`src/tss_pkg.sv`:
```
// ----------------------------------------------------------------------------
// tss_pkg
// Shared types and constants of the temperature sensor supervisor.
// ----------------------------------------------------------------------------
package tss_pkg;

  localparam int ELAPSED_W = 10;
  localparam int INDEX_W   = 4;
  localparam int COUNT_W   = 5;
  localparam int MS_W      = 16;
  localparam int LIMIT_W   = 12;
  localparam int RUN_W     = 8;
  localparam int TIMER_W   = 17;
  localparam int CMP_W     = 33;

  localparam int CFG_INDEX_W = 3;
  localparam int CFG_DATA_W  = 16;

  localparam logic [TIMER_W-1:0] TIMER_MAX = {TIMER_W{1'b1}};
  localparam logic [RUN_W-1:0]   RUN_MAX   = {RUN_W{1'b1}};

  localparam logic signed [CMP_W-1:0] DISCONNECTED = -33'sd2032;

  localparam logic [MS_W-1:0]           READ_INTERVAL_RST = 16'd1000;
  localparam logic [MS_W-1:0]           CONVERSION_RST    = 16'd750;
  localparam logic signed [LIMIT_W-1:0] VALID_MIN_RST     = 12'sd0;
  localparam logic signed [LIMIT_W-1:0] VALID_MAX_RST     = 12'sd800;
  localparam logic [RUN_W-1:0]          ERROR_THR_RST     = 8'd3;
  localparam logic [RUN_W-1:0]          RECOVERY_THR_RST  = 8'd3;

  typedef enum logic [1:0] {
    PH_IDLE = 2'd0,
    PH_WAIT = 2'd1,
    PH_PROC = 2'd2
  } phase_t;

  typedef enum logic [CFG_INDEX_W-1:0] {
    REG_READ_INTERVAL  = 3'd0,
    REG_CONVERSION     = 3'd1,
    REG_VALID_MIN      = 3'd2,
    REG_VALID_MAX      = 3'd3,
    REG_ERROR_THR      = 3'd4,
    REG_RECOVERY_THR   = 3'd5,
    REG_SENSOR_PRESENT = 3'd6
  } cfg_reg_t;

endpackage

```
`src/tss_upd_if.sv`:
```
// ----------------------------------------------------------------------------
// tss_upd_if
// Update channel: one word per update pass.
// ----------------------------------------------------------------------------
interface tss_upd_if #(
  parameter int SAMPLE_BITS = 12
);
  logic                                  valid;
  logic                                  ready;
  logic [tss_pkg::ELAPSED_W-1:0]         elapsed_ms;
  logic signed [SAMPLE_BITS-1:0]         sensor_reading;
  logic [tss_pkg::INDEX_W-1:0]           history_index;

  modport source (output valid, output elapsed_ms, output sensor_reading,
                  output history_index, input ready);
  modport sink   (input valid, input elapsed_ms, input sensor_reading,
                  input history_index, output ready);
endinterface

```
`src/tss_rep_if.sv`:
```
// ----------------------------------------------------------------------------
// tss_rep_if
// Report channel: one status word per update pass.
// ----------------------------------------------------------------------------
interface tss_rep_if #(
  parameter int SAMPLE_BITS = 12
);
  logic                          valid;
  logic                          ready;
  logic                          request_conversion;
  logic                          sample_taken;
  logic                          sample_accepted;
  logic signed [SAMPLE_BITS-1:0] current_temp;
  logic                          sensor_ok;
  logic [tss_pkg::RUN_W-1:0]     error_count;
  logic                          sensor_fault;
  logic [tss_pkg::COUNT_W-1:0]   history_count;
  logic signed [SAMPLE_BITS-1:0] history_value;
  logic                          history_hit;
  logic signed [SAMPLE_BITS-1:0] oldest_temp;
  logic signed [SAMPLE_BITS-1:0] newest_temp;

  modport source (output valid, output request_conversion, output sample_taken,
                  output sample_accepted, output current_temp, output sensor_ok,
                  output error_count, output sensor_fault, output history_count,
                  output history_value, output history_hit, output oldest_temp,
                  output newest_temp, input ready);
  modport sink   (input valid, input request_conversion, input sample_taken,
                  input sample_accepted, input current_temp, input sensor_ok,
                  input error_count, input sensor_fault, input history_count,
                  input history_value, input history_hit, input oldest_temp,
                  input newest_temp, output ready);
endinterface

```
`src/tss_ring.sv`:
```
// ----------------------------------------------------------------------------
// tss_ring
// History ring memory: one write port, two registered read ports with
// write-through for a read of the slot written in the same cycle.
// ----------------------------------------------------------------------------
module tss_ring #(
  parameter int DEPTH = 16,
  parameter int WIDTH = 12
) (
  input  logic                     clk,
  input  logic                     wr_en,
  input  logic [$clog2(DEPTH)-1:0] wr_addr,
  input  logic [WIDTH-1:0]         wr_word,
  input  logic                     rd_en,
  input  logic [$clog2(DEPTH)-1:0] rd_addr_a,
  input  logic [$clog2(DEPTH)-1:0] rd_addr_b,
  output logic [WIDTH-1:0]         rd_word_a,
  output logic [WIDTH-1:0]         rd_word_b
);

  logic [WIDTH-1:0] mem [DEPTH];

  always_ff @(posedge clk) begin
    if (wr_en) begin
      mem[wr_addr] <= wr_word;
    end
  end

  always_ff @(posedge clk) begin
    if (rd_en) begin
      rd_word_a <= (wr_en && wr_addr == rd_addr_a) ? wr_word : mem[rd_addr_a];
      rd_word_b <= (wr_en && wr_addr == rd_addr_b) ? wr_word : mem[rd_addr_b];
    end
  end

endmodule

```
`src/temp_sensor_supervisor.sv`:
```
// ----------------------------------------------------------------------------
// temp_sensor_supervisor
// Sensor health supervisor: conversion sequencer, reading validation,
// error and recovery runs, and a history ring of accepted readings.
// ----------------------------------------------------------------------------
//  channel   dir   handshake        payload
//  update    in    valid / ready    elapsed_ms, sensor_reading, history_index
//  report    out   valid / ready    health flags, counts, history entries
//  wr_*      in    wr_en            wr_index, wr_data (no read-back)
//
//  One update word per cycle while update.ready is high. Each report passes
//  through these stages once its word is taken: state and ring update at the
//  accept edge, ring reads land in a middle stage, then the report register.
//  The middle stage and the report register each hold a word; a stalled
//  report blocks the update input only once both are full.
//  rst is synchronous; the ring itself is not cleared, the fill count gates it.
// ----------------------------------------------------------------------------
module temp_sensor_supervisor #(
  parameter int RING_DEPTH  = 16,
  parameter int SAMPLE_BITS = 12
) (
  input  logic                             clk,
  input  logic                             rst,
  tss_upd_if.sink                          update,
  tss_rep_if.source                        report,
  input  logic                             wr_en,
  input  logic [tss_pkg::CFG_INDEX_W-1:0]  wr_index,
  input  logic [tss_pkg::CFG_DATA_W-1:0]   wr_data
);

  localparam int AW = (RING_DEPTH > 1) ? $clog2(RING_DEPTH) : 1;
  localparam int FW = $clog2(RING_DEPTH + 1);
  localparam int CW = (FW > tss_pkg::INDEX_W) ? FW : tss_pkg::INDEX_W;
  localparam logic [AW-1:0] LAST_SLOT = AW'(RING_DEPTH - 1);
  localparam logic [FW-1:0] FULL     = FW'(RING_DEPTH);

  typedef struct packed {
    logic                          request;
    logic                          taken;
    logic                          accepted;
    logic signed [SAMPLE_BITS-1:0] current;
    logic                          ok;
    logic [tss_pkg::RUN_W-1:0]     errors;
    logic                          fault;
    logic [FW-1:0]                 count;
    logic                          hit;
  } mid_t;

  typedef struct packed {
    logic                          request;
    logic                          taken;
    logic                          accepted;
    logic signed [SAMPLE_BITS-1:0] current;
    logic                          ok;
    logic [tss_pkg::RUN_W-1:0]     errors;
    logic                          fault;
    logic [tss_pkg::COUNT_W-1:0]   count;
    logic signed [SAMPLE_BITS-1:0] hist;
    logic                          hit;
    logic signed [SAMPLE_BITS-1:0] oldest;
    logic signed [SAMPLE_BITS-1:0] newest;
  } rep_t;

  // configuration
  logic [tss_pkg::MS_W-1:0]           read_interval_ms;
  logic [tss_pkg::MS_W-1:0]           conversion_ms;
  logic signed [tss_pkg::LIMIT_W-1:0] valid_min;
  logic signed [tss_pkg::LIMIT_W-1:0] valid_max;
  logic [tss_pkg::RUN_W-1:0]          error_threshold;
  logic [tss_pkg::RUN_W-1:0]          recovery_threshold;

  // supervisor state
  tss_pkg::phase_t               phase, phase_next;
  logic [tss_pkg::TIMER_W-1:0]   phase_timer, phase_timer_next, timer_sat;
  logic [tss_pkg::TIMER_W:0]     timer_sum;
  logic signed [SAMPLE_BITS-1:0] last_good_temp, last_good_temp_next;
  logic [tss_pkg::RUN_W-1:0]     bad_run, bad_run_next, bad_inc;
  logic [tss_pkg::RUN_W-1:0]     good_run, good_run_next, good_inc;
  logic                          operational, operational_next;
  logic [AW-1:0]                 write_slot, write_slot_next, ws_inc;
  logic [FW-1:0]                 filled, filled_next;

  logic                          accept;
  logic                          req_now, taken_now, in_range, accepted_now;
  logic signed [tss_pkg::CMP_W-1:0] reading_x;
  logic                          hit_now;
  logic [AW-1:0]                 addr_a, addr_b;
  logic [SAMPLE_BITS-1:0]        rd_a, rd_b;

  mid_t mid, mid_next;
  logic mid_valid, mid_adv;
  rep_t rep, rep_next;
  logic rep_valid;

  assign accept       = update.valid && update.ready;
  assign mid_adv      = !rep_valid || report.ready;
  assign update.ready = !mid_valid || mid_adv;

  // configuration writes
  always_ff @(posedge clk) begin
    if (rst) begin
      read_interval_ms   <= tss_pkg::READ_INTERVAL_RST;
      conversion_ms      <= tss_pkg::CONVERSION_RST;
      valid_min          <= tss_pkg::VALID_MIN_RST;
      valid_max          <= tss_pkg::VALID_MAX_RST;
      error_threshold    <= tss_pkg::ERROR_THR_RST;
      recovery_threshold <= tss_pkg::RECOVERY_THR_RST;
    end else if (wr_en) begin
      unique case (wr_index)
        tss_pkg::REG_READ_INTERVAL:  read_interval_ms   <= wr_data;
        tss_pkg::REG_CONVERSION:     conversion_ms      <= wr_data;
        tss_pkg::REG_VALID_MIN:      valid_min          <= $signed(wr_data[11:0]);
        tss_pkg::REG_VALID_MAX:      valid_max          <= $signed(wr_data[11:0]);
        tss_pkg::REG_ERROR_THR:      error_threshold    <= wr_data[7:0];
        tss_pkg::REG_RECOVERY_THR:   recovery_threshold <= wr_data[7:0];
        tss_pkg::REG_SENSOR_PRESENT: ;
        default: ;
      endcase
    end
  end

  // sequencer: next state
  always_comb begin
    timer_sum = {1'b0, phase_timer} + (tss_pkg::TIMER_W + 1)'(update.elapsed_ms);
    timer_sat = timer_sum[tss_pkg::TIMER_W] ? tss_pkg::TIMER_MAX
                                            : timer_sum[tss_pkg::TIMER_W-1:0];
    phase_next       = phase;
    phase_timer_next = timer_sat;
    unique case (phase)
      tss_pkg::PH_WAIT: begin
        if (timer_sat >= tss_pkg::TIMER_W'(conversion_ms)) begin
          phase_next = tss_pkg::PH_PROC;
        end
      end
      tss_pkg::PH_PROC: begin
        phase_next       = tss_pkg::PH_IDLE;
        phase_timer_next = '0;
      end
      default: begin
        phase_next = tss_pkg::PH_IDLE;
        if (timer_sat >= tss_pkg::TIMER_W'(read_interval_ms)) begin
          phase_next       = tss_pkg::PH_WAIT;
          phase_timer_next = '0;
        end
      end
    endcase
  end

  // sequencer: outputs
  always_comb begin
    req_now   = 1'b0;
    taken_now = 1'b0;
    unique case (phase)
      tss_pkg::PH_WAIT: ;
      tss_pkg::PH_PROC: taken_now = 1'b1;
      default: req_now = (timer_sat >= tss_pkg::TIMER_W'(read_interval_ms));
    endcase
  end

  // validation, runs and ring bookkeeping
  always_comb begin
    reading_x    = tss_pkg::CMP_W'(update.sensor_reading);
    in_range     = (reading_x != tss_pkg::DISCONNECTED) &&
                   (reading_x >= tss_pkg::CMP_W'(valid_min)) &&
                   (reading_x <= tss_pkg::CMP_W'(valid_max));
    accepted_now = taken_now && in_range;
    bad_inc      = (bad_run == tss_pkg::RUN_MAX) ? bad_run : bad_run + 1'b1;
    good_inc     = (good_run == tss_pkg::RUN_MAX) ? good_run : good_run + 1'b1;
    ws_inc       = (write_slot == LAST_SLOT) ? '0 : write_slot + 1'b1;

    last_good_temp_next = last_good_temp;
    bad_run_next        = bad_run;
    good_run_next       = good_run;
    operational_next    = operational;
    write_slot_next     = write_slot;
    filled_next         = filled;
    if (accepted_now) begin
      last_good_temp_next = update.sensor_reading;
      write_slot_next     = ws_inc;
      filled_next         = (filled == FULL) ? filled : filled + 1'b1;
      bad_run_next        = '0;
      good_run_next       = good_inc;
      if (good_inc >= recovery_threshold) begin
        operational_next = 1'b1;
        good_run_next    = '0;
      end
    end else if (taken_now) begin
      bad_run_next  = bad_inc;
      good_run_next = '0;
      if (bad_inc >= error_threshold) begin
        operational_next = 1'b0;
      end
    end

    hit_now = CW'(update.history_index) < CW'(filled_next);
    addr_a  = AW'(update.history_index);
    addr_b  = (filled_next == FULL) ? write_slot_next : '0;
  end

  always_ff @(posedge clk) begin
    if (rst) begin
      phase          <= tss_pkg::PH_IDLE;
      phase_timer    <= '0;
      last_good_temp <= '0;
      bad_run        <= '0;
      good_run       <= '0;
      write_slot     <= '0;
      filled         <= '0;
    end else if (accept) begin
      phase          <= phase_next;
      phase_timer    <= phase_timer_next;
      last_good_temp <= last_good_temp_next;
      bad_run        <= bad_run_next;
      good_run       <= good_run_next;
      write_slot     <= write_slot_next;
      filled         <= filled_next;
    end
  end

  always_ff @(posedge clk) begin
    if (rst) begin
      operational <= 1'b0;
    end else if (wr_en && wr_index == tss_pkg::REG_SENSOR_PRESENT) begin
      operational <= wr_data[0];
    end else if (accept) begin
      operational <= operational_next;
    end
  end

  tss_ring #(
    .DEPTH (RING_DEPTH),
    .WIDTH (SAMPLE_BITS)
  ) u_ring (
    .clk       (clk),
    .wr_en     (accept && accepted_now),
    .wr_addr   (write_slot),
    .wr_word   (update.sensor_reading),
    .rd_en     (accept),
    .rd_addr_a (addr_a),
    .rd_addr_b (addr_b),
    .rd_word_a (rd_a),
    .rd_word_b (rd_b)
  );

  // middle stage
  always_comb begin
    mid_next.request  = req_now;
    mid_next.taken    = taken_now;
    mid_next.accepted = accepted_now;
    mid_next.current  = last_good_temp_next;
    mid_next.ok       = operational_next;
    mid_next.errors   = bad_run_next;
    mid_next.fault    = (bad_run_next >= error_threshold);
    mid_next.count    = filled_next;
    mid_next.hit      = hit_now;
  end

  always_ff @(posedge clk) begin
    if (rst) begin
      mid_valid <= 1'b0;
    end else if (accept) begin
      mid_valid <= 1'b1;
    end else if (mid_adv) begin
      mid_valid <= 1'b0;
    end
  end

  always_ff @(posedge clk) begin
    if (accept) begin
      mid <= mid_next;
    end
  end

  // report register
  always_comb begin
    rep_next.request  = mid.request;
    rep_next.taken    = mid.taken;
    rep_next.accepted = mid.accepted;
    rep_next.current  = mid.current;
    rep_next.ok       = mid.ok;
    rep_next.errors   = mid.errors;
    rep_next.fault    = mid.fault;
    rep_next.count    = tss_pkg::COUNT_W'(mid.count);
    rep_next.hit      = mid.hit;
    rep_next.hist     = mid.hit ? $signed(rd_a) : '0;
    rep_next.oldest   = (mid.count != '0) ? $signed(rd_b) : '0;
    rep_next.newest   = (mid.count != '0) ? mid.current : '0;
  end

  always_ff @(posedge clk) begin
    if (rst) begin
      rep_valid <= 1'b0;
    end else if (mid_adv) begin
      rep_valid <= mid_valid;
    end
  end

  always_ff @(posedge clk) begin
    if (mid_adv && mid_valid) begin
      rep <= rep_next;
    end
  end

  assign report.valid              = rep_valid;
  assign report.request_conversion = rep.request;
  assign report.sample_taken       = rep.taken;
  assign report.sample_accepted    = rep.accepted;
  assign report.current_temp       = rep.current;
  assign report.sensor_ok          = rep.ok;
  assign report.error_count        = rep.errors;
  assign report.sensor_fault       = rep.fault;
  assign report.history_count      = rep.count;
  assign report.history_value      = rep.hist;
  assign report.history_hit        = rep.hit;
  assign report.oldest_temp        = rep.oldest;
  assign report.newest_temp        = rep.newest;

  a_proc_to_idle: assert property (@(posedge clk) disable iff (rst)
    (accept && phase == tss_pkg::PH_PROC) |=> phase == tss_pkg::PH_IDLE)
    else $error("process phase did not return to idle");

  a_mid_hold: assert property (@(posedge clk) disable iff (rst)
    (mid_valid && !mid_adv) |=> mid_valid)
    else $error("middle stage lost a word while stalled");

  a_slot_advance: assert property (@(posedge clk) disable iff (rst)
    (accept && accepted_now) |=> write_slot == $past(ws_inc))
    else $error("write slot did not advance on an accepted reading");

  a_reject_counts: assert property (@(posedge clk) disable iff (rst)
    (accept && taken_now && !in_range) |=> (bad_run != '0 && good_run == '0))
    else $error("rejected reading did not update the runs");

endmodule
```
`src/flat_wrapper.sv`:
```
// flat-port wrapper written by rule: the top's interface ports become plain ports
module temp_sensor_supervisor_flat 
#(
  parameter int RING_DEPTH  = 16,
  parameter int SAMPLE_BITS = 12
)
  (clk, rst, wr_en, wr_index, wr_data, update_valid, update_elapsed_ms, update_sensor_reading, update_history_index, update_ready, report_valid, report_request_conversion, report_sample_taken, report_sample_accepted, report_current_temp, report_sensor_ok, report_error_count, report_sensor_fault, report_history_count, report_history_value, report_history_hit, report_oldest_temp, report_newest_temp, report_ready);
  tss_upd_if #(.SAMPLE_BITS(SAMPLE_BITS)) update_i ();
  tss_rep_if #(.SAMPLE_BITS(SAMPLE_BITS)) report_i ();
  input  logic clk;
  input  logic rst;
  input  logic wr_en;
  input  logic [tss_pkg::CFG_INDEX_W-1:0] wr_index;
  input  logic [tss_pkg::CFG_DATA_W-1:0] wr_data;
  input wire logic [$bits(update_i.valid)-1:0] update_valid;
  input wire logic [$bits(update_i.elapsed_ms)-1:0] update_elapsed_ms;
  input wire logic [$bits(update_i.sensor_reading)-1:0] update_sensor_reading;
  input wire logic [$bits(update_i.history_index)-1:0] update_history_index;
  output wire logic [$bits(update_i.ready)-1:0] update_ready;
  output wire logic [$bits(report_i.valid)-1:0] report_valid;
  output wire logic [$bits(report_i.request_conversion)-1:0] report_request_conversion;
  output wire logic [$bits(report_i.sample_taken)-1:0] report_sample_taken;
  output wire logic [$bits(report_i.sample_accepted)-1:0] report_sample_accepted;
  output wire logic [$bits(report_i.current_temp)-1:0] report_current_temp;
  output wire logic [$bits(report_i.sensor_ok)-1:0] report_sensor_ok;
  output wire logic [$bits(report_i.error_count)-1:0] report_error_count;
  output wire logic [$bits(report_i.sensor_fault)-1:0] report_sensor_fault;
  output wire logic [$bits(report_i.history_count)-1:0] report_history_count;
  output wire logic [$bits(report_i.history_value)-1:0] report_history_value;
  output wire logic [$bits(report_i.history_hit)-1:0] report_history_hit;
  output wire logic [$bits(report_i.oldest_temp)-1:0] report_oldest_temp;
  output wire logic [$bits(report_i.newest_temp)-1:0] report_newest_temp;
  input wire logic [$bits(report_i.ready)-1:0] report_ready;
  assign update_i.valid = update_valid;
  assign update_i.elapsed_ms = update_elapsed_ms;
  assign update_i.sensor_reading = update_sensor_reading;
  assign update_i.history_index = update_history_index;
  assign update_ready = update_i.ready;
  assign report_valid = report_i.valid;
  assign report_request_conversion = report_i.request_conversion;
  assign report_sample_taken = report_i.sample_taken;
  assign report_sample_accepted = report_i.sample_accepted;
  assign report_current_temp = report_i.current_temp;
  assign report_sensor_ok = report_i.sensor_ok;
  assign report_error_count = report_i.error_count;
  assign report_sensor_fault = report_i.sensor_fault;
  assign report_history_count = report_i.history_count;
  assign report_history_value = report_i.history_value;
  assign report_history_hit = report_i.history_hit;
  assign report_oldest_temp = report_i.oldest_temp;
  assign report_newest_temp = report_i.newest_temp;
  assign report_i.ready = report_ready;
  temp_sensor_supervisor #(.RING_DEPTH(RING_DEPTH), .SAMPLE_BITS(SAMPLE_BITS)) u_core (.clk(clk), .rst(rst), .update(update_i), .report(report_i), .wr_en(wr_en), .wr_index(wr_index), .wr_data(wr_data));
endmodule
```
`config.mk`:
```
export PLATFORM = sky130hd
export DESIGN_NAME = temp_sensor_supervisor_flat
export DESIGN_NICKNAME = d
export VERILOG_FILES = /design/src/tss_pkg.sv /design/src/tss_upd_if.sv /design/src/tss_rep_if.sv /design/src/tss_ring.sv /design/src/temp_sensor_supervisor.sv /design/src/flat_wrapper.sv
export SDC_FILE = /design/constraint.sdc
export NUM_CORES = 1
export LEC_CHECK = 0
export BUFFER_PORTS_ARGS = -buffer_cell sky130_fd_sc_hd__buf_2
export CORE_ASPECT_RATIO = 2
export CORE_MARGIN = 3
export CORE_UTILIZATION = 55
export CTS_CLUSTER_SIZE = 20
export DETAILED_ROUTE_END_ITERATION = 8
export GPL_TIMING_DRIVEN = 0
export PLACE_DENSITY = 0.7
export SYNTH_ARGS = -nofsm -noshare
export SYNTH_HDL_FRONTEND = slang
export SYNTH_SLANG_ARGS = --single-unit
export TNS_END_PERCENT = 50
```
`constraint.sdc`:
```
create_clock -name clk -period 5.7 [get_ports clk]
set_input_delay 0 -clock clk [delete_from_list [all_inputs] [get_ports clk]]
set_output_delay 0 -clock clk [all_outputs]
set_load 0.005 [all_outputs]
```
=== Word level (Yosys, flattened, before mapping) ===
Memories as Yosys holds them, arrays and structs flattened. A register that Yosys moved wholly into a read port is not among the register bits.
Cells that the tools add are included.

* Logic and storage cells: 121
* Memories kept: 1
* Bits in writable memories: 192
* Bits of input ports: 50
* Register bits after elaboration: 229

* Reductions and logical operators: 25
* Eq/ne operators: 15
* Muxes and demuxes: 30
* Magnitude comparators: 8
* Add/sub/neg operators: 5

{| class="wikitable"
|+ Memories
! memory !! words !! bits a word !! read ports !! clocked after memory_dff !! wr ports !! line !! text
|-
| u_core.u_ring.mem || 16 || 12 || 2 || 2 || 1 || tss_ring.sv:21 || <nowiki>logic [WIDTH-1:0] mem [DEPTH];</nowiki>
|}

{| class="wikitable"
|+ Operators by type and width
! cell !! count
|-
| two-way mux 8 bit || 7
|-
| greater-or-equal comparator 17 x 16 -> 1 bit || 2
|-
| two-way mux 17 bit || 2
|-
| case mux 17 bit (2 select lines) || 1
|-
| greater-or-equal comparator 8 bit || 3
|-
| adder 17 x 10 -> 18 bit || 1
|-
| adder 8 x 1 -> 8 bit, second input constant || 2
|-
| equality test 8 bit, second input constant || 2
|-
| AND reduction 2 bit || 8
|-
| greater-or-equal comparator 12 bit || 1
|-
| less-or-equal comparator 12 bit || 1
|-
| two-way mux 1 bit || 12
|-
| two-way mux 12 bit || 1
|-
| two-way mux 4 bit || 3
|-
| != test 12 bit, second input constant || 1
|-
| equality test 5 bit, second input constant || 2
|-
| two-way mux 5 bit || 2
|-
| equality test 3 bit, second input constant || 3
|-
| logical AND 1 bit || 7
|-
| equality test 3 x 2 -> 1 bit, second input constant || 2
|-
| nonzero test 2 bit || 3
|-
| adder 5 x 1 -> 5 bit, second input constant || 1
|-
| < comparator 4 x 5 -> 1 bit || 1
|-
| nonzero test 5 bit || 1
|-
| other kinds (12) || 14
|}

=== Logic depth before layout (Yosys ltp) ===
* Word-level depth: 8
* Depth in mapped cells: 22
* Gate-level depth less buffers: 21

=== Cells and area by module ===
From an unflattened synthesis, not the netlist that was laid out.

* Cells, all modules: 1,714
* Area total of the unflattened synthesis: 21,784.6 µm²

{| class="wikitable"
|+ By module, submodules not included
! module !! cells an instance !! instances !! area an instance (µm²)
|-
| temp_sensor_supervisor || 1,235 || 1 || 11,698.7
|-
| tss_ring || 479 || 1 || 10,085.9
|}

=== Least setup slack after synthesis ===
OpenSTA, ideal clock, no wires.

* Kind: reg2reg
* From: reg u_core.phase_timer[1] (netlist name)
* To: reg u_core.phase_timer[10] (netlist name)
* Stages on the path, launching flop included: 22
* Setup slack: 1.506 ns
* Arrival: 4.125 ns
* Setup time: 0.069 ns
* Data required time: 5.631 ns
* Cells stage by stage: dfxtp_1 ha_1 a21o_1 a21oi_2 o21bai_1 a2111o_1 a311oi_2 nor3_1 nor2_1 inv_1 ha_1 nor2b_1 o21a_1 o21a_1 o21a_1 o211ai_1 a211oi_1 nor2b_1 a31oi_1 or3_4 buf_2 o21ai_1

* Longest elaborated chain between the ends: 5

{| class="wikitable"
|+ RTL lines
! what !! line !! text
|-
| start, declared || temp_sensor_supervisor.sv:74 || <nowiki>logic [tss_pkg::TIMER_W-1:0] phase_timer, phase_timer_next, timer_sat;</nowiki>
|-
| start signal, assigned || temp_sensor_supervisor.sv:211 || <nowiki>phase_timer <= phase_timer_next;</nowiki>
|-
| adder 17 x 10 -> 18 bit (*) || temp_sensor_supervisor.sv:124 || <nowiki>timer_sum = {1'b0, phase_timer} + (tss_pkg::TIMER_W + 1)'(update.elapsed_ms);</nowiki>
|-
| two-way mux 17 bit (*) || temp_sensor_supervisor.sv:125 || <nowiki>timer_sat = timer_sum[tss_pkg::TIMER_W] ? tss_pkg::TIMER_MAX</nowiki>
|-
| greater-or-equal comparator 17 x 16 -> 1 bit || temp_sensor_supervisor.sv:141 || <nowiki>if (timer_sat >= tss_pkg::TIMER_W'(read_interval_ms)) begin</nowiki>
|-
| two-way mux 17 bit || temp_sensor_supervisor.sv:141 ||
|-
| case mux 17 bit (2 select lines) (*) || temp_sensor_supervisor.sv:129 || <nowiki>unique case (phase)</nowiki>
|}

Every way passes the cells marked *; elsewhere a longest branch is shown, timed or not.
A chain may end at the register's enable or synchronous reset.

=== Worst setup path after layout ===
* From: reg u_core.phase_timer[1] (netlist name)
* To: reg u_core.phase_timer[6] (netlist name)

The elaborated chain is that of the path after synthesis.

==> flow_results.org <==
** Critical path
- Launch instance of the worst register-to-register path :: u_core.phase_timer[1]
- Path depth of the worst reg2reg path :: 21
- Number of cells on the critical path :: 21
- Counting both buffers and inverters, the worst setup path holds a total of 2.
- The worst setup path is launched from a flop.
- End point of the critical path :: u_core.phase_timer[6]
- Slowest cell on the critical path :: a2111o_1
- The worst register-to-register path has a setup slack of 0.52 ns.
- STA puts the critical path data arrival time at between 5 and 6 ns.
- Critical Path RT :: 6.17 ns
- Crit path cell chain :: ha_1 -> a21o_1 -> a21oi_2 -> o21bai_1 -> a2111o_1 -> a311oi_2 -> nor3_1 -> nor2_1 -> inv_1 -> ha_1 -> nor2b_1 -> o21a_1 -> o21a_1 -> o21a_1 -> o211ai_1 -> a211oi_1 -> nor2b_1 -> a31oi_1 -> or3_4 -> buf_2 -> o21ai_1
- The largest single stage delay on the critical path is ~0.47 ns.
- The critical path starts at u_core.phase_timer[1].
- The worst setup path is captured at a flop.
- Worst Setup Path Type :: reg -> reg
- Grouping stages by cell kind, the critical path spends the most delay in compound AO/OA/AOI/OAI gates.
- In this run the worst path has a maximum fanout of 10.
- The worst register-to-register path ends at u_core.phase_timer[6].
- Counting stages on the worst path, the most repeated cell is o21a_1.

** Timing
- Setup violations remaining at the end of the flow were counted as 0.
- Setup tns final :: 0 ns
- The count of final hold-check violations is 0.
- Crit share post-route :: ~90%
- Min Clock Period, post-route :: ~5.2 ns
- Unrepaired setup endpoints after global routing :: false
- Count of pins over their slew limit :: 0
- The worst pin sits at a relative slew slack of 10.0%.
- For the final database, setup skew stands at 0.0166 ns.
- For the pin with the worst max-slew slack, the measured transition is ~1.3 ns.
- Max frequency :: around 190 MHz

** Cells and area
- Most frequent standard cell in the layout excluding fill and tap cells :: nand2_1
- Layout overhead on the synthesized area :: 14.4%
- Final cell utilization of the core :: 63.8%
- # diodes :: 0
- The filler cells instantiated in the layout total between 3000 and 4000.
- Layout net count :: between 2000 and 2500
- Share of post-route cells with drive strength above 1 :: between 10% and 20%
- The library cells used most frequently in the layout, excluding fill and tap cells, are nand2_1, edfxtp_1, buf_2.

** Floorplanning
- The floorplan step defined a core boundary enclosing ~39000 µm².
- Width of the die :: around 150 µm
- The die is 286 µm tall.
- IO Pins :: between 100 and 150
- Initial Util :: a little under three fifths
- The floorplan has 102 rows.
- The die covers between 40000 and 50000 µm².

** Flow run
- Max-cap violations :: 0

** Clock tree
- TritonCTS created 40 clock buffers.
- Max clock buf depth :: 3
- Clock-pin slew was measured on the worst setup and hold paths at 0.07 ns.
- Clock Root Buffer :: clkbuf_16
- TritonCTS built the clock tree.
- Clock latency on the worst-skew pair, taken at its later pin, is approximately 0.55 ns.
- Post-cts gate resize count :: 0
- The clock drives approximately 450 sinks.
- The H-tree was split into 2 levels.

** Drt
- Length of the first detailed-routing pass in iterations :: 5
- After detailed routing, the number of remaining DRC violations is 0.
- The detailed router finished its first iteration with roughly 1100 violations.
- Routed wire length per instance :: around 24 µm
- The routed design has ~63000 µm of wire.
- The detailed router placed roughly 16000 vias in this run.
- The count of nets left with antenna violations once routing finished came out at 0.
- In the routed layout, each cell is associated on average with a via count of about 6.0.

** Placed design
- Detailed placement ended at an HPWL of approximately 47000 µm.
- The count of buffers added on input and output ports is around 120.
- At the end of routability-driven placement, the weighted congestion stood at ~0.96.

** Synthesis
- Sorting the synthesized cells by area gives the leading types as edfxtp_1, dfxtp_1, mux4_2.
- The synthesized netlist devotes ~11% of its cell area to compound gates.
- Yosys Warn Count :: 0
- Library cells used by synthesis :: 71
- Sequential fraction of the synthesis area :: a little under three fifths
- Share of flip-flops with an asynchronous set or reset :: 0%
- Summing the areas of all xor and xnor instances in the mapped netlist gives approximately 1.2% of the synthesized area.
- After synthesis, the mean cell area works out to 11.5 µm².
- Net count of the mapped netlist :: approximately 2000
- Multiplexer cells account for around a tenth of the synthesized area.
- Cells after Synth :: roughly 1900
- Simple-gate portion of the synthesized area :: approximately an eighth
- Number of enable-type register cells in the synthesized netlist :: about 310
- Summing the areas of all fa, ha and maj instances in the mapped netlist gives about 6% of the synthesized area.
- By area, the combinational part of the netlist is dominated by simple AND/OR/NAND/NOR gates.
- The cell area that synthesis handed to floorplanning was 21600 µm².
- Number of synthesized register bits :: 445
- Ys flop type :: edfxtp_1
- Dominant cell type by area after synthesis :: edfxtp_1
- Proportion of netlist area held by the largest area contributor :: 43.7%

** Global route
- Entering global routing, the biggest net connects 36 pins.
- In the global route stage, overall resource usage came out at about 30%.
- Wire length of the first global-routing pass :: 93500 µm
- After global routing the overflow that remains totals 0.
- The number of global-route vias before repair is between 15000 and 20000.
- The initial antenna violation count is 1.

** Pwr
- Pwr dens :: between 300 and 400 nW/µm²
- Total leakage power :: about 0.009 µW
- Across the VDD grid, the largest voltage drop is 0.298 mV.

** Run status
- Result of the run :: complete, no violations

** Hold path
- The tightest min-delay check is of the in -> reg type.
- In this run the most critical hold path is launched from update_sensor_reading[3].
[report_power, final]
part / switching (µW) / internal [µW]
combinational: 720 / 460
clock: 1210 / 1580
sequential: 51.8 / 3570
[cell type report]
type | count | area, µm² | area share [%]
Buffer | 91 | 385 | 1.56
Clock buffer | 47 | 1070 | 4.33
Clock inverter | 23 | 275 | 1.12
Inverter | 113 | 424 | 1.72
Multi-Input combinational cell | 1220 | 8730 | 35.4
Sequential cell | 445 | 12100 | 48.9
Tap cell | 520 | 651 | 2.64
Timing Repair Buffer | 161 | 1080 | 4.37
[flip-flops by register name (all words and copies together), names as in the netlist, 5 cells and up]
| register | cells |
|---|---|
| u_core.u_ring.mem | 192 |
| u_core.mid | 31 |
| u_core.phase_timer | 17 |
| u_core.conversion_ms | 16 |
| u_core.read_interval_ms | 16 |
| u_core.last_good_temp | 12 |
| u_core.report.current_temp | 12 |
| u_core.report.history_value | 12 |
| u_core.report.newest_temp | 12 |
| u_core.report.oldest_temp | 12 |
| u_core.u_ring.rd_word_a | 12 |
| u_core.u_ring.rd_word_b | 12 |
| u_core.valid_max | 12 |
| u_core.valid_min | 12 |
| u_core.bad_run | 8 |
| u_core.error_threshold | 8 |
| u_core.good_run | 8 |
| u_core.recovery_threshold | 8 |
| u_core.report.error_count | 8 |
| u_core.filled | 5 |
| u_core.report.history_count | 5 |
[worst min-delay path by stage]
stage	cells after the start	end	slack, ns
2_1_floorplan	0	u_core.u_ring.mem[0][0]	0.1
3_3_place_gp	3	u_core.mid_valid	0.22
3_5_place_dp	3	u_core.mid_valid	0.23
4_1_cts	3	u_core.last_good_temp[6]	0.005
5_1_grt	1	u_core.u_ring.mem[12][3]	0.03
6_report	3	u_core.last_good_temp[3]	0.03
[worst reg2reg max path, delay by kind of cell, from the launching register on]
| kind | cells | cell delay [ns] |
|---|---|---|
| AO/OA/AOI/OAI | 12 | 2.45 |
| adder cells (fa/ha/maj) | 2 | 0.54 |
| buffers and inverters | 2 | 0.34 |
| flip-flops | 1 | 0.38 |
| AND/OR/NAND/NOR | 5 | 1.42 |
[per-layer routing]
metal  share of wire [%]  track usage, %  routed length, µm  vias up
met3                 4.7            2.95               2990      226
met5                   0               0                  0        -
met2                  54            56.5              34000      633
met1                  32            28.3              19900     7728
li1                    -               -                  -     7238
met4                 9.5            24.0               6010        0
[timing repair]
| action | CTS | global route |
|---|---|---|
| buffers inserted | 0 | 0 |
| hold buffers | 35 | 0 |
| endpoints found under the hold margin | 177 | 0 |
[cells in the mapped netlist (18+ instances only)]
library cell,n
nand4_1,18
o21ai_0,39
nand3_1,21
and2_1,20
inv_1,112
a211o_1,18
xnor2_1,24
nor2b_1,47
clkbuf_1,61
edfxtp_1,314
a32oi_1,46
nor2_1,99
o21ai_1,25
mux4_2,60
dfxtp_1,131
ha_1,104
mux2i_1,51
nand2_1,321
a21oi_1,118
[kinds of logic after synthesis]
kind of cell               Yosys count
AOI/OAI and AO/OA                  362
xor gates and xnor gates            30
adders and majority gates          105
buffers and inverters              204
DFF                                445
muxes                              126
and+or+nand+nor                    597
[metrics by stage]
step                cells  setup WS, ns  total power, µW  instance area [µm²]  hold WS (ns)
floorplan            1869          1.51             4440                21600        0.0989
global placement     2505         0.293             4800                22800         0.224
detailed placement   2513         0.549             4840                23000         0.230
CTS                  2618         0.504             7630                24700       0.00532
global route         2620         0.181             7870                24700        0.0325
finish               2620         0.519             7600                24700        0.0350
Note: power is estimated with default switching activity, not from simulation.
